--- src/design/tbd_pkg.sv ---
// Shared constants, codes and control structs for the timestamp button debouncer.
`default_nettype none

package tbd_pkg;

    localparam int NUM_BUTTONS = 3;
    localparam int BTN_IDX_W   = 2;
    localparam int TICK_W      = 32;
    localparam int DEB_W       = 16;
    localparam int OP_W        = 2;
    localparam int CFG_IDX_W   = 1;
    localparam int CFG_DATA_W  = 16;
    localparam int S_DATA_W    = 40;
    localparam int M_DATA_W    = 40;

    localparam logic [OP_W-1:0] OP_INIT = 2'd0;
    localparam logic [OP_W-1:0] OP_EDGE = 2'd1;
    localparam logic [OP_W-1:0] OP_POLL = 2'd2;

    localparam logic [CFG_IDX_W-1:0] CFG_DEBOUNCE = 1'b0;
    localparam logic [CFG_IDX_W-1:0] CFG_PRESSED  = 1'b1;

    localparam logic [DEB_W-1:0]       DEBOUNCE_RESET = 16'd50;
    localparam logic [NUM_BUTTONS-1:0] PRESSED_RESET  = 3'd6;

    // per-button command from the top level
    typedef struct packed {
        logic              fire;
        logic              do_init;
        logic              do_edge;
        logic              do_poll;
        logic              scan_live;
        logic              pin_level;
        logic              active_level;
        logic [TICK_W-1:0] now_tick;
        logic [DEB_W-1:0]  debounce_ticks;
    } btn_ctl_t;

    // per-button status back to the top level
    typedef struct packed {
        logic hit;
        logic cur;
        logic stable_next;
    } btn_stat_t;

endpackage

`default_nettype wire

--- src/design/timestamp_button_debouncer_core.sv ---
// Top level of the timestamp button debouncer: stream ports, config, scan priority.
//
//  channel | dir | handshake           | payload
//  --------+-----+---------------------+----------------------------------------------
//  s_*     | in  | s_tvalid / s_tready | tuser: op; tdata: button_id, pins, now_tick
//  m_*     | out | m_tvalid / m_tready | tuser: event_valid; tdata: event fields, states
//  cfg_*   | in  | cfg_valid/cfg_ready | cfg_index 0 debounce delay, 1 pressed-level mask
//
// One transaction per cycle sustained while m_tready stays high. An accepted item sits in the input register,
// is processed through the per-button units and the priority pick, and its result
// lands in the output register.
// Stalls: the input register advances whenever the output register is empty or
// being taken; while a result waits, one more item can still be accepted into an
// empty input register, after which s_tready drops until m_tready returns.
// Reset clears all button state; the delay resets to 50, the pressed-level mask to 6.
// cfg_ready is always high.
`default_nettype none

module timestamp_button_debouncer_core (
    input  wire logic                           clk,
    input  wire logic                           rst_n,
    input  wire logic                           s_tvalid,
    output logic                                s_tready,
    // [1:0] button_id, [4:2] pin_levels, [36:5] now_tick, [39:37] zero
    input  wire logic [tbd_pkg::S_DATA_W-1:0]   s_tdata,
    // [1:0] op
    input  wire logic [tbd_pkg::OP_W-1:0]       s_tuser,
    output logic                                m_tvalid,
    input  wire logic                           m_tready,
    // [1:0] event_button, [2] event_pressed, [34:3] event_time,
    // [37:35] stable_states, [39:38] zero
    output logic [tbd_pkg::M_DATA_W-1:0]        m_tdata,
    // [0] event_valid
    output logic                                m_tuser,
    input  wire logic                           cfg_valid,
    output logic                                cfg_ready,
    input  wire logic [tbd_pkg::CFG_IDX_W-1:0]  cfg_index,
    input  wire logic [tbd_pkg::CFG_DATA_W-1:0] cfg_data
);
    import tbd_pkg::*;

    // configuration
    logic [DEB_W-1:0]       debounce_reg;
    logic [NUM_BUTTONS-1:0] pressed_reg;

    // input register
    logic                   in_valid_reg;
    logic [OP_W-1:0]        in_op_reg;
    logic [BTN_IDX_W-1:0]   in_id_reg;
    logic [NUM_BUTTONS-1:0] in_pins_reg;
    logic [TICK_W-1:0]      in_now_reg;

    // output register
    logic                   out_valid_reg;
    logic                   out_event_reg;
    logic [BTN_IDX_W-1:0]   out_btn_reg;
    logic                   out_press_reg;
    logic [TICK_W-1:0]      out_time_reg;
    logic [NUM_BUTTONS-1:0] out_stable_reg;

    logic                   process;
    btn_ctl_t               ctl   [NUM_BUTTONS];
    btn_stat_t              stat  [NUM_BUTTONS];
    logic [NUM_BUTTONS-1:0] hit_vec;
    logic [NUM_BUTTONS-1:0] scan_live;
    logic [NUM_BUTTONS-1:0] first_hit;
    logic [NUM_BUTTONS-1:0] stable_next;
    logic                   ev_valid;
    logic [BTN_IDX_W-1:0]   ev_btn;
    logic                   ev_press;

    assign process   = in_valid_reg && (!out_valid_reg || m_tready);
    assign s_tready  = !in_valid_reg || process;
    assign cfg_ready = 1'b1;

    always_ff @(posedge clk or negedge rst_n)
    begin
        if (!rst_n)
        begin
            debounce_reg <= DEBOUNCE_RESET;
            pressed_reg  <= PRESSED_RESET;
        end
        else if (cfg_valid)
        begin
            unique case (cfg_index)
                CFG_DEBOUNCE: debounce_reg <= cfg_data[DEB_W-1:0];
                CFG_PRESSED:  pressed_reg  <= cfg_data[NUM_BUTTONS-1:0];
                default:      ;
            endcase
        end
    end

    always_ff @(posedge clk or negedge rst_n)
    begin
        if (!rst_n)
        begin
            in_valid_reg <= 1'b0;
        end
        else if (s_tready)
        begin
            in_valid_reg <= s_tvalid;
        end
    end

    always_ff @(posedge clk)
    begin
        if (s_tvalid && s_tready)
        begin
            in_op_reg   <= s_tuser;
            in_id_reg   <= s_tdata[BTN_IDX_W-1:0];
            in_pins_reg <= s_tdata[BTN_IDX_W +: NUM_BUTTONS];
            in_now_reg  <= s_tdata[BTN_IDX_W+NUM_BUTTONS +: TICK_W];
        end
    end

    // per-button commands; an edge for an id past the last button matches nothing
    always_comb
    begin
        for (int b = 0; b < NUM_BUTTONS; b++)
        begin
            ctl[b].fire           = process;
            ctl[b].do_init        = (in_op_reg == OP_INIT);
            ctl[b].do_edge        = (in_op_reg == OP_EDGE)
                                    && (in_id_reg == BTN_IDX_W'(b));
            ctl[b].do_poll        = (in_op_reg == OP_POLL);
            ctl[b].scan_live      = scan_live[b];
            ctl[b].pin_level      = in_pins_reg[b];
            ctl[b].active_level   = pressed_reg[b];
            ctl[b].now_tick       = in_now_reg;
            ctl[b].debounce_ticks = debounce_reg;
        end
    end

    for (genvar g = 0; g < NUM_BUTTONS; g++)
    begin : g_btn
        tbd_btn_unit u_btn (
            .clk   (clk),
            .rst_n (rst_n),
            .ctl   (ctl[g]),
            .stat  (stat[g])
        );
        assign hit_vec[g]     = stat[g].hit;
        assign stable_next[g] = stat[g].stable_next;
    end

    // poll stops at the first changed button; later buttons stay untouched
    always_comb
    begin
        scan_live[0] = 1'b1;
        for (int b = 1; b < NUM_BUTTONS; b++)
        begin
            scan_live[b] = scan_live[b-1] && !hit_vec[b-1];
        end
    end

    assign first_hit = hit_vec & scan_live;
    assign ev_valid  = (in_op_reg == OP_POLL) && (|first_hit);

    always_comb
    begin
        ev_btn   = '0;
        ev_press = 1'b0;
        for (int b = 0; b < NUM_BUTTONS; b++)
        begin
            if (first_hit[b])
            begin
                ev_btn   = BTN_IDX_W'(b);
                ev_press = stat[b].cur;
            end
        end
    end

    always_ff @(posedge clk or negedge rst_n)
    begin
        if (!rst_n)
        begin
            out_valid_reg <= 1'b0;
        end
        else if (process)
        begin
            out_valid_reg <= 1'b1;
        end
        else if (m_tready)
        begin
            out_valid_reg <= 1'b0;
        end
    end

    // fields other than the states read zero when no event
    always_ff @(posedge clk)
    begin
        if (process)
        begin
            out_event_reg  <= ev_valid;
            out_btn_reg    <= ev_valid ? ev_btn : '0;
            out_press_reg  <= ev_valid && ev_press;
            out_time_reg   <= ev_valid ? in_now_reg : '0;
            out_stable_reg <= stable_next;
        end
    end

    assign m_tvalid = out_valid_reg;
    assign m_tuser  = out_event_reg;
    assign m_tdata  = {{(M_DATA_W-BTN_IDX_W-1-TICK_W-NUM_BUTTONS){1'b0}},
                       out_stable_reg, out_time_reg, out_press_reg, out_btn_reg};

    // at most one button reports per poll
    a_one_event: assert property (@(posedge clk) disable iff (!rst_n)
        $onehot0(first_hit))
        else $error("more than one button picked in one poll");

    // an event leaves the reported button in the reported state
    a_event_state: assert property (@(posedge clk) disable iff (!rst_n)
        (out_valid_reg && out_event_reg) |-> (out_stable_reg[out_btn_reg] == out_press_reg))
        else $error("event disagrees with stable states");

    // only a poll can produce an event
    a_event_poll: assert property (@(posedge clk) disable iff (!rst_n)
        (process && (in_op_reg != OP_POLL)) |=> !out_event_reg)
        else $error("event from a non-poll operation");

    // an empty output register never blocks input
    a_no_block: assert property (@(posedge clk) disable iff (!rst_n)
        !out_valid_reg |-> s_tready)
        else $error("input stalled with empty output register");

endmodule

`default_nettype wire

--- src/design/tbd_btn_unit.sv ---
// One button: pending flag, debounced state, edge timestamp and the age check.
`default_nettype none

module tbd_btn_unit (
    input  wire logic              clk,
    input  wire logic              rst_n,
    input  wire tbd_pkg::btn_ctl_t ctl,
    output tbd_pkg::btn_stat_t     stat
);
    import tbd_pkg::*;

    logic              pending_reg;
    logic              pending_next;
    logic              stable_reg;
    logic              stable_next;
    logic [TICK_W-1:0] edge_time_reg;
    logic [TICK_W-1:0] edge_time_next;
    logic [TICK_W-1:0] age;
    logic              cur;
    logic              due;
    logic              hit;

    assign cur = (ctl.pin_level == ctl.active_level);
    assign age = ctl.now_tick - edge_time_reg;   // wraps mod 2^32
    assign due = pending_reg && (age >= {{(TICK_W-DEB_W){1'b0}}, ctl.debounce_ticks});
    assign hit = due && (cur != stable_reg);

    always_comb
    begin
        pending_next   = pending_reg;
        stable_next    = stable_reg;
        edge_time_next = edge_time_reg;
        if (ctl.fire)
        begin
            if (ctl.do_init)
            begin
                stable_next    = cur;
                pending_next   = 1'b0;
                edge_time_next = ctl.now_tick;
            end
            else if (ctl.do_edge)
            begin
                pending_next   = 1'b1;
                edge_time_next = ctl.now_tick;
            end
            else if (ctl.do_poll && ctl.scan_live && due)
            begin
                pending_next = 1'b0;
                if (hit)
                begin
                    stable_next = cur;
                end
            end
        end
    end

    always_ff @(posedge clk or negedge rst_n)
    begin
        if (!rst_n)
        begin
            pending_reg   <= 1'b0;
            stable_reg    <= 1'b0;
            edge_time_reg <= '0;
        end
        else
        begin
            pending_reg   <= pending_next;
            stable_reg    <= stable_next;
            edge_time_reg <= edge_time_next;
        end
    end

    assign stat.hit         = hit;
    assign stat.cur         = cur;
    assign stat.stable_next = stable_next;

endmodule

`default_nettype wire

--- config.mk ---
export PLATFORM = sky130hd
export DESIGN_NAME = timestamp_button_debouncer_core
export DESIGN_NICKNAME = d
export VERILOG_FILES = /design/src/design/tbd_pkg.sv /design/src/design/timestamp_button_debouncer_core.sv /design/src/design/tbd_btn_unit.sv
export SDC_FILE = /design/constraint.sdc
export NUM_CORES = 1
export LEC_CHECK = 0
export BUFFER_PORTS_ARGS = -buffer_cell sky130_fd_sc_hd__buf_2
export CAP_MARGIN = 20
export CELL_PAD_IN_SITES_DETAIL_PLACEMENT = 0
export CELL_PAD_IN_SITES_GLOBAL_PLACEMENT = 1
export CORE_MARGIN = 1.5
export CORE_UTILIZATION = 38
export CTS_BUF_LIST = sky130_fd_sc_hd__clkbuf_2 sky130_fd_sc_hd__clkbuf_4 sky130_fd_sc_hd__clkbuf_8
export DETAILED_ROUTE_END_ITERATION = 16
export PLACE_DENSITY_LB_ADDON = 0.1
export SYNTH_ARGS = -nofsm -noshare
export SYNTH_HDL_FRONTEND = slang
export SYNTH_SLANG_ARGS = --single-unit
--- constraint.sdc ---
create_clock -name clk -period 6.2 [get_ports clk]
set_input_delay 0.31 -clock clk [delete_from_list [all_inputs] [get_ports clk]]
set_output_delay 0.31 -clock clk [all_outputs]
set_load 0.03 [all_outputs]
After elaboration in Yosys (flattened, before gate mapping)
Index checks and enable logic that the tools add are counted.

Bits in registers: 201. Logic and storage cells: 123.

Add/sub/neg operators: 3. $lt $le $gt $ge: 3. Equal/unequal tests: 10. Multiplexer cells: 37. Bitwise gates (word level): 3. Reduce and logical (&&, ||, !) cells: 44.

Operators by type and width (count): $mux W32 (6); $ge A32 B16 Y1 (3); $sub A32 B32 Y32 (3); $mux W1 (30); $logic_and A1 B1 Y1 (19); $reduce_and A2 Y1 (8); $reduce_bool A3 Y1 (3); $reduce_bool A2 Y1 (4); $eq A2 B1 Y1 const B (2); $eq A2 B2 Y1 const B (2); $logic_not A1 Y1 (4); $logic_not A2 Y1 (2); $and A3 B3 Y3 (1); $eq A1 B1 Y1 (3); $ne A1 B1 Y1 (3); $reduce_or A3 Y1 (1); $logic_or A1 B1 Y1 (2); $mux W2 (1); $not A1 Y1 (2); $reduce_or A2 Y1 (1).

Logic depth before layout (Yosys ltp)
Gate-level depths: netlist of the first run.

Depth after elaboration: 12. Mapped depth: 24. Gate-level depth less buffers: 23.

Cells and area by module
From an unflattened synthesis of the first run, not the netlist that was laid out.

Cell total of the unflattened synthesis: 1562. Area total of the unflattened synthesis: 15130.8 µm².

By module, submodules not included: tbd_btn_unit (g_btn[1].u_btn ...) (times used 2, cells an instance 458, area an instance 3841.2 µm²); tbd_btn_unit (g_btn[0].u_btn) (times used 1, cells an instance 457, area an instance 3757.4 µm²); timestamp_button_debouncer_core (times used 1, cells an instance 189, area an instance 3691.0 µm²).

Worst setup path before layout of the first run
No wires, ideal clock.

Path kind: register to register. Start point: register in_now_reg[1]. End point: register out_time_reg[22], data pin. Library setup time: 0.255 ns. Data arrival time: 4.625 ns. Required time: 5.945 ns. Slack: 1.320 ns. Cell stages (with the launch flop): 22. Buffers on the path: 1. Clock period less this slack: 4.880 ns. Cells stage by stage: edfxtp_1 > inv_1 > fa_1 > nand2b_1 > a21oi_1 > o21a_1 > nor2_1 > o21ai_0 > xor2_1 > ha_1 > and4_1 > and2_1 > a21oi_1 > o2111a_1 > o2111a_1 > nand4_1 > or4_4 > o41ai_4 > a2bb2oi_1 > a21oi_2 > buf_6 > and2_1.

Longest elaborated chain between the ends: 9. Elaborated cells on any way between the ends: 18. Classes of those cells: add/sub: 3; order compare: 3; bitwise: 1; reduce/logical: 11.

RTL lines: from (decl) (RTL line timestamp_button_debouncer_core.sv:51) `logic [TICK_W-1:0] in_now_reg;`; from (signal assigned) (RTL line timestamp_button_debouncer_core.sv:112) `in_now_reg <= s_tdata[BTN_IDX_W+NUM_BUTTONS +: TICK_W];`; $sub A32 B32 Y32 (RTL line tbd_btn_unit.sv:24) `assign age = ctl.now_tick - edge_time_reg;`; $ge A32 B16 Y1 (RTL line tbd_btn_unit.sv:25) `assign due = pending_reg && (age >= {{(TICK_W-DEB_W){1'b0}}, ctl.debounce_ticks});`; $logic_and A1 B1 Y1 (RTL line tbd_btn_unit.sv:25); $logic_and A1 B1 Y1 (RTL line tbd_btn_unit.sv:26) `assign hit = due && (cur != stable_reg);`; $logic_not A1 Y1 (RTL line timestamp_button_debouncer_core.sv:152) `scan_live[b] = scan_live[b-1] && !hit_vec[b-1];`; $logic_and A1 B1 Y1 (RTL line timestamp_button_debouncer_core.sv:152); $and A3 B3 Y3 * (RTL line timestamp_button_debouncer_core.sv:156) `assign first_hit = hit_vec & scan_live;`; $reduce_or A3 Y1 * (RTL line timestamp_button_debouncer_core.sv:157) `assign ev_valid = (in_op_reg == OP_POLL) && (|first_hit);`; $logic_and A1 B1 Y1 * (RTL line timestamp_button_debouncer_core.sv:157); net ev_valid (RTL line timestamp_button_debouncer_core.sv:68) `logic ev_valid;`; to (signal assigned) (RTL line timestamp_button_debouncer_core.sv:197) `out_time_reg <= ev_valid ? in_now_reg : '0;`; to (decl) (RTL line timestamp_button_debouncer_core.sv:58) `logic [TICK_W-1:0] out_time_reg;`.

Mark *: on every way through the listed nets, which the timed path passes. The rest lies on a longest branch. A chain may end at the register's enable or synchronous reset.

Final worst setup path of the first run
Start point: register in_now_reg[0]. End point: register out_time_reg[22], data pin.

Longest elaborated chain between the ends: 9. Elaborated cells on any way between the ends: 18. Classes of those cells: add/sub: 3; order compare: 3; bitwise: 1; reduce/logical: 11.

RTL lines (RTL line): $sub A32 B32 Y32 (tbd_btn_unit.sv:24); $ge A32 B16 Y1 (tbd_btn_unit.sv:25); $logic_and A1 B1 Y1 (tbd_btn_unit.sv:25); $logic_and A1 B1 Y1 (tbd_btn_unit.sv:26); $logic_not A1 Y1 (timestamp_button_debouncer_core.sv:152); $logic_and A1 B1 Y1 (timestamp_button_debouncer_core.sv:152); $and A3 B3 Y3 * (timestamp_button_debouncer_core.sv:156); $reduce_or A3 Y1 * (timestamp_button_debouncer_core.sv:157); $logic_and A1 B1 Y1 * (timestamp_button_debouncer_core.sv:157).

Mark *: on every way between the ends. The rest lies on a longest branch, timed or not.

==> results.md, run 1 <==
Floorplan:
- The die outline area is just under 40,000 sq um.
- The floorplan step defined a core boundary enclosing 37,800 sq um.
- The starting utilization of the core area is 38.7%.
- The row count is 71.
- The x dimension of the die is 199 microns.
- Pin placement for this block handled around 110 I/O pins.
- The floorplan step set the die height to 199 microns.

CTS:
- After clock tree synthesis, the clock-pin slew on the worst setup and hold paths is 50 ps.
- The clock tree synthesis step divided the H-tree into 2 levels.
- The clock root buffer is sky130_fd_sc_hd__clkbuf_8.
- The clock drives 201 sinks.
- The CTS buffer count is 40.
- The longest clock path from root to sink contains 3 buffers.
- The insertion delay to the later sink of the worst-skew pair is 610 ps.
- TritonCTS built the clock tree.

Global routing:
- After global routing the overflow that remains totals 0.
- The number of antenna violations at the first check in global routing was 0.
- The total global routing track utilization is about 23%.
- The first global-routing pass estimated 69,100 microns of wire.
- The pin count of the biggest net entering global routing is 69.
- The via count of the first global-routing pass came to 12,500.

Placement:
- The placed instances occupy a cell area of 15,600 sq um.
- The count of buffers from port buffering is 101.
- The HPWL after detailed placement is between 30,000 and 40,000 microns.
- The global placer's final weighted congestion is 0.900.
- The worst slack at placement is 403 ps.

Drt:
- Summed over all layers, the routed wires come to 43,900 microns.
- Across all layers, the routed design uses 12,300 vias.
- The antenna violation net count after detailed routing is 0.
- The final routed wire length divided by cell count is approximately 19 microns.
- After detailed routing, the number of remaining DRC violations is 0.
- The number of violations reported at the end of detailed-routing iteration 0 is 550.
- The first detailed-routing pass ran for 4 iterations.
- Using the TritonRoute via totals, the vias-per-cell ratio works out to ~5.3.

Timing:
- Measured against its own limit, the worst slew margin works out to 33.3%.
- Setup violations remaining at the end of the flow were counted as 0.
- The least setup slack across all paths after layout is 457 ps.
- After routing, the total negative slack on setup checks comes to 0 ps.
- Derived from the worst setup path, the maximum achievable clock frequency is 0.174 GHz.
- The final max-slew violation count is 0.
- At the pin with the least slew margin, the transition time is 998 ps.
- The clock skew after layout is 35.9 ps.
- The portion of the clock cycle consumed by the worst path in the final layout is 92.6%.
- The final hold violation count was 0.
- The final critical path time including I/O delays and setup is 5740 ps.
- Setup repair after global routing left no endpoint under its margin.

Synthesis:
- After synthesis the netlist holds a flip-flop and latch count of 201.
- By area the synthesized netlist is led by sky130_fd_sc_hd__dfrtp_1 20%, sky130_fd_sc_hd__edfxtp_1 16%, sky130_fd_sc_hd__ha_1 12%.
- By instance count, the leading cell after synthesis is sky130_fd_sc_hd__nand2_1.
- The share of synthesized area in the top cell type comes to about a fifth.
- Dividing the synthesized area by the synthesized cell count gives approximately 9 sq um.
- The number of instances in the synthesized netlist is 1,618.
- The fraction of registers with async set/reset is 61.2%.
- Of the synthesized area, sequential elements account for 37.2%.
- The prevailing post-synth register cell is sky130_fd_sc_hd__dfrtp_1.
- By count the netlist is led by 179 x sky130_fd_sc_hd__nand2_1, 148 x sky130_fd_sc_hd__o21ai_0, 142 x sky130_fd_sc_hd__inv_1.
- The cell area that synthesis handed to floorplanning was 14,600 sq um.
- Of all cell types, the one taking the most synthesized area is sky130_fd_sc_hd__dfrtp_1.
- The number of unique standard cell types used by synthesis is 86.
- The number of enable-type register cells in the synthesized netlist is 78.
- The total number of yosys warnings is 0.

Critical path:
- Across all register-to-register paths, the minimum setup slack is 460 ps.
- The type of element launching the critical path is a flop.
- The largest individual stage delay along the critical path comes from the cell sky130_fd_sc_hd__o41a_1.
- The critical path goes through inv_1 > ha_1 > inv_1 > fa_1 > a21o_1 > a221o_1 > nand3_1 > nand2_1 > a31oi_1 > nand2b_1 > nand2b_1 > xor2_1 > ha_1 > nor2b_1 > o21ai_0 > o2111ai_1 > a211o_1 > a221oi_1 > nand4_1 > o41a_1 > a2bb2oi_1 > a21oi_2 > buf_4 > and2_1.
- The critical path in this run is classified as flop to flop.
- Of all nets on the critical path, the largest fanout is 21.
- The startpoint identified for the worst register-to-register timing path is in_now_reg[0].
- The signal arrival time at the worst endpoint is just over 6000 ps.
- The capture point of the worst reg-to-reg path is out_time_reg[22].
- The largest incremental delay on the critical path is 530 ps.
- STA classifies the critical path endpoint as a flop.
- The length in cells of the worst reg-to-reg path is 24.
- The critical path required time is 6550 ps.

Status:
- The flow ran to the end, and the final reports show no timing, DRC or antenna violations.

Final layout:
- The fraction of final layout cells sized beyond drive strength 1 is 14.7%.
- The number of flip-flops in the largest register is 96.
- The area of all placed cells without fillers is 17,100 sq um.
- The layout net count is 1,987.
- Relative to the synthesized area, the layout overhead comes to 16.9%.

Power and ir drop:
- The relative contribution of the clock network to total power is 23.0%.
- The internal power of the cells totals 3.73 mW.
- Overall power consumption after layout is estimated at 6.33 mW.
- The net switching power of the design is 2.60 mW.
- In this run switching power makes up 41.1% of total power.
- In this run the static leakage power is 7.47 nW.
- The peak ir drop on the vdd network is 0.000244 V.
- The share of total power dissipated in sequential elements is 28.1%.
- The proportion of power drawn by combinational gates is 48.9%.
- In this run the power density over the cells is 371 nW/um^2.

Flow run:
- The max-cap check violation count is 0.

Min path:
- The number of instances on the worst hold path is 3.
- The worst-case hold path end point is pressed_reg[0].
- The min-delay analysis places its worst path in the category primary input to flop.
- The startpoint identified for the worst hold timing path is cfg_valid.
per-stage QoR:
| step | std cells | hold WS, ps | util, % |
|---|---|---|---|
| final | 2320 | 141 | 45.2 |
| after global routing | 2319 | 127 | 45.2 |
| after CTS | 2317 | 97.7 | 45.1 |
| after global placement | 2187 | 374 | 41.3 |
| after detailed placement | 2187 | 374 | 41.3 |
| after floorplan | 1619 | 14.4 | - |
kinds of logic after synthesis:
group	after synthesis	share of synthesized area, %
compound gates	483	21.1
simple gates	472	16.0
mux	47	3.57
flops	201	37.2
buf+inv	203	5.66
xor+xnor	66	3.96
other cells	2	0.0514
fa+ha+maj	144	12.5
power groups by stage:
stage | Combinational (mW) | Sequential, mW | Clock, mW
after floorplan | 2.26 | 1.81 | 0
after global placement | 3.02 | 1.80 | 0
after detailed placement | 3.04 | 1.80 | 0
after CTS | 3.09 | 1.78 | 1.51
after global routing | 3.50 | 1.81 | 1.56
final | 3.10 | 1.78 | 1.46
cells in the final DEF (no fill, tap or decap), types with 8 or more instances in the layout:
master,count
sky130_fd_sc_hd__a21o_1,27
sky130_fd_sc_hd__a21oi_1,120
sky130_fd_sc_hd__a31oi_1,9
sky130_fd_sc_hd__and2_1,36
sky130_fd_sc_hd__and3_1,10
sky130_fd_sc_hd__buf_2,100
sky130_fd_sc_hd__buf_4,18
sky130_fd_sc_hd__clkbuf_4,17
sky130_fd_sc_hd__clkbuf_8,41
sky130_fd_sc_hd__dfrtp_1,118
sky130_fd_sc_hd__dlygate4sd3_1,59
sky130_fd_sc_hd__edfxtp_1,78
sky130_fd_sc_hd__ha_1,141
sky130_fd_sc_hd__inv_1,141
sky130_fd_sc_hd__mux2_2,41
sky130_fd_sc_hd__nand2_1,179
sky130_fd_sc_hd__nand2b_1,25
sky130_fd_sc_hd__nand3_1,23
sky130_fd_sc_hd__nand4_1,29
sky130_fd_sc_hd__nor2_1,79
sky130_fd_sc_hd__nor2b_1,10
sky130_fd_sc_hd__nor3_1,22
sky130_fd_sc_hd__o2111ai_1,9
sky130_fd_sc_hd__o211ai_1,27
sky130_fd_sc_hd__o21a_1,27
sky130_fd_sc_hd__o21ai_0,148
sky130_fd_sc_hd__o21bai_1,8
sky130_fd_sc_hd__o22ai_1,9
sky130_fd_sc_hd__or3_1,14
sky130_fd_sc_hd__xnor2_1,33
sky130_fd_sc_hd__xor2_1,33
timing repair:
| action | in CTS | in global routing |
|---|---|---|
| gates resized for setup | 0 | 1 |
| setup endpoints to repair | 0 | 20 |
| buffers inserted | 0 | 1 |
| hold buffers | 59 | 0 |
| endpoints found under the hold margin | 125 | 0 |
layout make-up:
class | instances | area [sq um]
clock inverter | 13 | 148
tap | 511 | 639
multi-input combinational | 1215 | 8380
sequential | 201 | 5430
clock buffer | 58 | 692
inverter | 142 | 533
timing repair buffer | 179 | 1260
antenna | 1 | 2.50
fill | 3775 | 20700
per-layer routing:
metal  part of all wire [%]  GRT usage, %  vias to the layer above
li1                       -             -                     6155
met1                     48          30.5                     5924
met2                     47          38.0                      197
met3                    3.0          3.22                       66
met4                    2.5          7.63                        0
met5                      0             0                        -
critical path, delay by kind of cell (launching register included):
| family | cells | cell delay (ps) |
|---|---|---|
| xor gates and xnor gates | 1 | 150 |
| AOI/OAI and AO/OA | 10 | 2650 |
| buffers and inverters | 3 | 500 |
| and+or+nand+nor | 7 | 850 |
| adders and majority gates | 3 | 950 |
| DFF | 1 | 420 |
worst max path at each step:
| stage | from | slack, ps | cells after the start | endpoint |
|---|---|---|---|---|
| floorplan | in_now_reg[1] | 1320 | 21 | out_time_reg[22] |
| global placement | in_now_reg[0] | 480 | 24 | out_time_reg[27] |
| detailed placement | in_now_reg[0] | 400 | 24 | out_time_reg[22] |
| CTS | in_now_reg[0] | 380 | 24 | out_time_reg[22] |
| global route | in_now_reg[3] | 4 | 22 | out_time_reg[28] |
| finish | in_now_reg[0] | 460 | 24 | out_time_reg[22] |
Note: power is estimated with default switching activity, not from simulation.
==> run 2, diff against run 1 <==
- GPL_TIMING_DRIVEN: default -> 0
- REMOVE_ABC_BUFFERS: default -> 1
==> run 2 against run 1 <==
  * Core utilization increased by 0.16 points
  * Final cell count fell by 0.17%
  * Register-to-register slack got worse by 120 ps
  * Critical path depth decreased by 1
  * Clock-buffer cell count rose by 1
  * Non-clock buffer count shrank 5
  * Clock power is 4% lower
  * Die area unchanged
  * Sequential share of layout area shrank 0.11 points
  * Cell area up 0.34%
  * Maximum frequency decreased by 2.0%
  * Critical endpoint is now out_stable_reg[1]
  * Largest cell class unchanged
  * Highest routed layer unchanged
==> results.md, run 2 (synthesized netlist as in run 1, its figures left out) <==
Critical path:
- The standard cell with the maximum stage delay on the critical path is sky130_fd_sc_hd__fa_1.
- The cell family contributing the most delay on the critical path is simple AND/OR/NAND/NOR gates.
- The length in cells of the worst reg-to-reg path is 23.
- The critical path goes through inv_1 > ha_1 > fa_1 > nand2b_1 > a21oi_2 > o21a_1 > nor2_1 > o21ai_0 > xor2_1 > ha_1 > and4_1 > and2_1 > a21oi_1 > o2111a_1 > o2111a_1 > nand4_1 > or4_4 > o41ai_4 > buf_4 > buf_4 > nor2_1 > or4_1 > o211ai_1.
- The start-to-end type of the worst setup path is flop to flop.
- Data on the critical path arrives at its endpoint at 6260 ps.
- The critical path starts at in_now_reg[0].
- The most critical setup path has its endpoint at out_stable_reg[1].
- The setup check on the worst reg-to-reg path leaves a slack of about 340 ps.
- The worst setup path is launched from a flop.
- STA classifies the critical path endpoint as a flop.
- The highest fanout seen on the critical path is 6.
- The worst register-to-register path ends at out_stable_reg[1].
- The source of the worst register-to-register timing path is in_now_reg[0].
- The number of buffers and inverters on the critical path is 3.
- The largest single stage delay on the critical path is roughly 480 ps.
- The number of logic stages on the critical path including buffering is 23.
- The critical path required time is 6600 ps.

Power and ir drop:
- The analysis attributes to cell leakage a power of 7.46 nW.
- The peak ir drop on the vdd network is ~0.00018 V.
- The analysis attributes to net switching a power of 2.64 mW.
- After layout, the design draws a total of 6.33 mW.
- Dividing total power by cell area gives a power density of ~370 nW/um^2.
- The switching part of the total is about two fifths.
- The proportion of power drawn by combinational gates is 49.9%.
- The internal power contribution is 3.69 mW.
- The sequential power share is about 28%.
- The clock network accounts for approximately 22% of the total power.

Placement:
- Including well taps, the total number of placed cells is roughly 2,200.
- The HPWL after detailed placement is 34,600 microns.
- The count of buffers added on input and output ports is 101.
- The congestion estimate from routability-driven global placement came to 0.907.
- OpenSTA, run right after detailed placement, puts the worst setup slack at -335 ps.

Final layout:
- The fraction of final layout cells sized beyond drive strength 1 is 14.5%.
- After the last flow step, the layout net total stands at 1,982.
- The post-route core utilization is 45.4%.
- The top cell types in the final layout, fill and taps aside, are 178 x sky130_fd_sc_hd__nand2_1, 148 x sky130_fd_sc_hd__o21ai_0, 141 x sky130_fd_sc_hd__inv_1, 141 x sky130_fd_sc_hd__ha_1, 119 x sky130_fd_sc_hd__a21oi_1.
- The final non-filler cell total is 2,316.
- The number of flip-flops in the largest register is 96.
- Leaving out fill and tap cells, the most frequent cell in the layout is sky130_fd_sc_hd__nand2_1.
- The repair_antennas step left the layout with diodes totalling 0.
- Compared with the post-synthesis result, the final layout area differs by 17.3%.

CTS:
- The clock-pin slew on the worst setup and hold paths is 60 ps.
- TritonCTS created 40 clock buffers.
- No sink is reached through more buffers than the 3 on the longest clock path.
- The clock root buffer is sky130_fd_sc_hd__clkbuf_8.
- CTS saw 201 sinks.
- CTS built an H-tree with a depth of 2.
- Clock latency on the worst-skew pair, taken at its later pin, is about 600 ps.
- The TritonCTS clock tree is yes.

Flow run:
- The tool flagged a number of max-cap violations equal to 0.

Timing:
- The final hold violation count came to 0.
- The clock skew after layout is around 24 ps.
- For the pin with the worst max-slew slack, the measured transition is 993 ps.
- The final max-slew violation count is 0.
- Setup violations remaining at the end of the flow were counted as 0.
- The least setup slack across all paths after layout is ~340 ps.
- Setup repair after global routing left no endpoint under its margin.
- The maximum frequency from static timing analysis is around 0.17 GHz.
- The final total negative setup slack is 0 ps.
- The portion of the clock cycle consumed by the worst path in the final layout is 94.6%.
- The worst slew margin relative to its limit is roughly a third.
- The final critical path time including I/O delays and setup is 5860 ps.

Min path:
- The worst hold path begins at cfg_index.
- The worst min-delay path class is primary input to flop.

Drt:
- For this run, the detailed router's first-pass iteration total came to 5.
- In this run, the number of DRC markers left after iteration 0 of detailed routing was between 600 and 700.
- In the routed design, unresolved DRC markers number 0.
- In the routed layout, each cell is associated on average with a via count of 5.34.
- The final routed wire length divided by cell count is just under 20 microns.
- The wire length after detailed routing is 45,000 microns.
- The antenna violation net count after detailed routing is 0.
- The count of vias placed by the detailed router is 12,400.

Floorplan:
- The x dimension of the die is 199 microns.
- For this configuration, the core starts out at a cell density of 38.7%.
- The initialized floorplan defines 71 standard-cell rows.
- For this design the top-level I/O count stands at ~110.
- The die is 199 microns tall.
- The die outline area is about 40,000 sq um.
- The core region is 37,800 sq um.

Global routing:
- The number of antenna violations at the first check in global routing came to 0.
- After global routing the overflow that remains totals 0.
- The wire length of the first global-routing pass is 70,600 microns.
- The via count of the first global-routing pass is around 12,000.
- The total global routing track utilization is 23.4%.
- The pin count of the biggest net entering global routing is 69.

Status:
- The run finished with clean final reports.
==> run 2: cell types whose count changed in the layout (fill, tap and decap cells not counted), sizes merged, moves of 2 or more <==
cell    delta
buf        -6
clkinv     +4
bufinv     -2
inv        -2
==> run 2: worst register-to-register path: cells and delay by family, from the launching register on <==
kind            cells  cell delay (ps)
fa+ha+maj           3              980
buf+inv             3              470
simple gates        8             1840
xor+xnor            1              180
flops               1              390
compound gates      8             1780
==> run 2: power by group through the flow <==
stage               registers [mW]  logic [mW]  clock network, mW
finish                        1.77        3.16               1.40
global route                  1.80        3.55               1.51
CTS                           1.78        3.15               1.45
detailed placement            1.80        3.09                  0
global placement              1.80        3.05                  0
floorplan                     1.81        2.23                  0
==> run 2: cell type report <==
cell class                 instances  area, sq um
inverter                         142          533
sequential                       201         5430
multi-input combinational       1215         8380
tap                              511          639
clock buffer                      59          718
fill                            3743        20600
clock inverter                    14         96.3
timing repair buffer             174         1340
==> run 2: repair_timing <==
item,4_1_cts,5_1_grt
hold buffers,60,0
gates cloned,0,0
setup buffers,3,1
resized for setup,0,1
setup endpoints to repair,38,36
endpoints found under the hold margin,115,0
pin swaps,1,1
==> run 2: layer usage <==
metal / routed length, microns / GRT usage (%)
met5: 0 / 0
met1: 21700 / 32.2
met3: 1310 / 2.83
met2: 20700 / 37.7
met4: 1320 / 8.36
==> run 2: how the worst min path moves through the flow <==
| stage | end | slack [ps] | depth (start not counted) |
|---|---|---|---|
| 6_report | debounce_reg[14] | 60 | 3 |
| 5_1_grt | debounce_reg[14] | 40 | 3 |
| 4_1_cts | debounce_reg[14] | 10 | 3 |
| 3_5_place_dp | g_btn[0].u_btn.edge_time_reg[8] | 340 | 1 |
| 3_3_place_gp | g_btn[0].u_btn.edge_time_reg[0] | 470 | 2 |
| 2_1_floorplan | debounce_reg[0] | 10 | 0 |
==> run 2: stage by stage <==
step,hold slack (ps),instance area (sq um)
floorplan,14.4,14300
global placement,470,15500
finish,58.8,17100
global route,44.5,17100
CTS,12.5,17100
detailed placement,339,15700
==> run 3, diff against run 2 <==
- GPL_TIMING_DRIVEN: 0 -> default
==> run 3 against run 2 <==
  * Sequential power hardly changed
  * Combinational power is 1% higher
  * Register-to-register slack better by 130 ps
  * Critical endpoint is now out_time_reg[9]
  * Worst setup slack better by 130 ps
  * Largest power group unchanged
  * Worst hold slack better by 54 ps
  * Global-route usage is 0.16 points higher
  * Largest cell class unchanged
  * Via count is 1.1% higher
  * Final cell count is 0.52% higher
  * Highest routed layer unchanged
  * First-iteration DRC count is 16% lower
  * Power is 0.20% higher
  * Routed wire length is 1.8% higher
  * Sequential cell count stayed put
==> results.md, run 3 (synthesized netlist as in run 1, its figures left out) <==
Global routing:
- The number of antenna violations at the first check in global routing is 0.
- The layer flagged by global routing as most heavily used is met2.
- The global-route track usage on met1 is 31.3%.
- The met3 routing resource usage after global routing is 3.07%.
- Summed over all layers, the global routing overflow is 0.
- The met2 routing resource usage after global routing is 38.4%.
- The wire length of the first global-routing pass is 70,400 microns.
- Global routing used a little under a quarter of the available tracks across all layers.
- The via count of the first global-routing pass was 12,500.
- The pin count of the biggest net entering global routing is 71.

Timing:
- Timing would allow up to 0.174 GHz.
- The final max-slew violation count is 0.
- The worst path uses 92.5% of the clock period.
- At the pin with the least slew margin, the transition time is 829 ps.
- The final hold violation count is 0.
- The clock skew after layout is roughly 48 ps.
- Setup repair after global routing left no endpoint under its margin.
- In this run the tightest slew margin relative to its limit is roughly 44%.
- The routed design could run at a clock period as short as 5730 ps.
- Setup slack closes at 466 ps.
- The number of endpoints failing setup at the final stage is 0.
- Setup total negative slack on the finished layout was measured at 0 ps.

Critical path:
- The number of buffers and inverters on the critical path is 3.
- The setup slack on the worst flop-to-flop path is 470 ps.
- Among all stages on the critical path, the largest delay is contributed by sky130_fd_sc_hd__o41a_1.
- Along the worst path, the maximum fanout reaches 18.
- The worst setup path is launched from a flop.
- The critical path required time is 6540 ps.
- The source of the worst register-to-register timing path is in_now_reg[0].
- The signal arrival time at the worst endpoint is 6070 ps.
- The capture point of the worst reg-to-reg path is out_time_reg[9].
- The start-to-end type of the worst setup path is flop to flop.
- The signal on the critical path passes through inv_1 > ha_1 > inv_1 > fa_1 > a21o_1 > a221o_1 > nand3_1 > nand2_1 > a31oi_1 > nand2b_1 > nand2b_1 > xor2_1 > ha_1 > nor2b_1 > o21ai_0 > o2111ai_1 > a211o_1 > a221oi_1 > nand4_1 > o41a_1 > a2bb2oi_2 > a21oi_4 > buf_16 > and2_1.
- The number of cells on the worst reg-to-reg path is 24.
- The largest incremental delay on the critical path is ~500 ps.
- The cell family contributing the most delay on the critical path is compound AO/OA/AOI/OAI gates.
- The worst setup path is captured at a flop.

CTS:
- Counting along the longest clock path gives a buffer depth of 3.
- The buffers inserted during post-CTS setup optimization is 0.
- The CTS buffer count is 40.
- The total number of clock tree sinks is ~200.
- The clock root buffer is sky130_fd_sc_hd__clkbuf_8.
- TritonCTS built the clock tree.
- In this run the number of H-tree levels came out at 2.
- At the later pin of the worst-skew pair, clock insertion delay measures 620 ps.
- Clock-pin slew was measured on the worst setup and hold paths at roughly 60 ps.

Power and ir drop:
- In this run the power density over the cells is 370 nW/um^2.
- The analysis attributes to cell leakage a power of 7.48 nW.
- The total power consumption of the routed design is 6.34 mW.
- The peak ir drop on the vdd network is 0.000165 V.

Drt:
- Across all layers, the routed design uses approximately 13,000 vias.
- After the first detailed-routing iteration, the DRC count stood at between 500 and 600.
- The antenna violation net count after detailed routing is 0.
- The detailed-route vias per instance is 5.38.
- Dividing the detail-routed wire length by the instance count gives 19.7 microns.
- In the routed design, unresolved DRC markers number 0.
- The detailed-router iteration count before antenna repair is 5.
- Wires add up to between 40,000 and 50,000 microns.

Final layout:
- Cells with a size suffix above 1 make up 14.8% of the layout.
- The register with the most flip-flops in the layout has 96 of them.
- The commonest non-fill, non-tap cell in the layout is sky130_fd_sc_hd__nand2_1.
- Once layout is complete, the cells apart from fillers number approximately 2,300.
- The growth of design area from synthesis to finish is 17.3%.
- After the last flow step, the layout net total stands at between 1,500 and 2,000.
- The top cell types in the final layout, fill and taps aside, are 179 x sky130_fd_sc_hd__nand2_1, 148 x sky130_fd_sc_hd__o21ai_0, 141 x sky130_fd_sc_hd__inv_1, 141 x sky130_fd_sc_hd__ha_1, 120 x sky130_fd_sc_hd__a21oi_1.
- The number of filler instances in the final layout is 3,745.
- 0 antenna diodes ended up in the layout.

Min path:
- The startpoint identified for the worst hold timing path is cfg_valid.
- The path with the worst hold slack has its endpoint at pressed_reg[0].
- The worst hold path was traced through 3 stages.
- The tightest min-delay check is of the primary input to flop type.

Floorplan:
- The total core area is 37,800 sq um.
- The x dimension of the die is ~200 microns.
- The die covers 39,600 sq um.
- The row count is 71.
- The starting utilization of the core area is 38.7%.
- The die height is 199 microns.
- The count of boundary I/O pins is 108.

Placement:
- The count of buffers from port buffering is a little over 100.
- The number of cells in the design after placement is roughly 2,200.
- Prior to clock tree synthesis, the placed netlist has a worst setup slack of 346 ps.
- Routability-driven placement finished with a final weighted congestion of 0.905.
- The post-DP HPWL is 34,600 microns.

Flow run:
- The tool flagged a number of max-cap violations equal to 0.

Status:
- The flow ran to the end, and the final reports show no timing, DRC or antenna violations.
run 3: cell count changes in the layout (fill, tap and decap cells not counted), moves of 2 or more:
cell	delta
sky130_fd_sc_hd__buf_4	+20
sky130_fd_sc_hd__clkinv_1	+4
sky130_fd_sc_hd__buf_12	-4
sky130_fd_sc_hd__clkbuf_4	-3
sky130_fd_sc_hd__buf_8	-3
sky130_fd_sc_hd__clkbuf_8	-2
run 3: where the power goes:
group	switching, mW	total, mW	internal [mW]
Clock	0.631	1.38	0.748
Sequential	0.123	1.76	1.64
Combinational	1.94	3.20	1.26
Total	2.69	6.34	3.65
run 3: worst reg2reg max path: stages, from the launching register on:
cell	delay (ps)
sky130_fd_sc_hd__edfxtp_1	420
sky130_fd_sc_hd__inv_1	140
sky130_fd_sc_hd__ha_1	210
sky130_fd_sc_hd__inv_1	70
sky130_fd_sc_hd__fa_1	420
sky130_fd_sc_hd__a21o_1	220
sky130_fd_sc_hd__a221o_1	420
sky130_fd_sc_hd__nand3_1	120
sky130_fd_sc_hd__nand2_1	80
sky130_fd_sc_hd__a31oi_1	290
sky130_fd_sc_hd__nand2b_1	150
sky130_fd_sc_hd__nand2b_1	70
sky130_fd_sc_hd__xor2_1	150
sky130_fd_sc_hd__ha_1	290
sky130_fd_sc_hd__nor2b_1	130
sky130_fd_sc_hd__o21ai_0	150
sky130_fd_sc_hd__o2111ai_1	210
sky130_fd_sc_hd__a211o_1	290
sky130_fd_sc_hd__a221oi_1	200
sky130_fd_sc_hd__nand4_1	130
sky130_fd_sc_hd__o41a_1	490
sky130_fd_sc_hd__a2bb2oi_2	220
sky130_fd_sc_hd__a21oi_4	190
sky130_fd_sc_hd__buf_16	220
sky130_fd_sc_hd__and2_1	190
run 3: worst max-delay path by stage:
stage	startpoint	end	slack, ps	cells after the start
6_report	in_now_reg[0]	out_time_reg[9]	470	24
5_1_grt	in_now_reg[0]	out_time_reg[10]	100	24
4_1_cts	in_now_reg[0]	out_time_reg[20]	280	22
3_3_place_gp	in_now_reg[0]	out_time_reg[10]	430	22
3_5_place_dp	in_now_reg[0]	out_time_reg[5]	350	22
2_1_floorplan	in_now_reg[1]	out_time_reg[0]	1310	20
run 3: cell type report:
class | count | area, sq um | area share, %
Inverter | 142 | 533 | 3.11
Clock inverter | 19 | 130 | 0.760
Timing Repair Buffer | 186 | 1350 | 7.88
Tap cell | 511 | 639 | 3.73
Multi-Input combinational cell | 1215 | 8380 | 48.9
Sequential cell | 201 | 5430 | 31.7
Clock buffer | 54 | 668 | 3.90
run 3: routing by layer:
| metal | vias to the layer above | wire [microns] | share of wire, % |
|---|---|---|---|
| met2 | 274 | 21000 | 46 |
| met3 | 93 | 1730 | 3.8 |
| met5 | - | 0 | 0 |
| met4 | 0 | 1730 | 3.8 |
| met1 | 5962 | 21300 | 46 |
| li1 | 6185 | - | - |
run 3: what timing repair did:
item | in CTS | in global routing
setup endpoints to repair | 0 | 16
endpoints found under the hold margin | 112 | 0
hold buffers | 59 | 0
gates resized for setup | 0 | 1
run 3: metrics by stage:
| stage | hold slack (ps) | util, % | instance area [sq um] |
|---|---|---|---|
| 2_1_floorplan | 14.4 | - | 14300 |
| 3_3_place_gp | 314 | 41.5 | 15700 |
| 3_5_place_dp | 318 | 41.5 | 15700 |
| 4_1_cts | 53.4 | 45.2 | 17100 |
| 5_1_grt | 110 | 45.4 | 17100 |
| 6_report | 113 | 45.4 | 17100 |
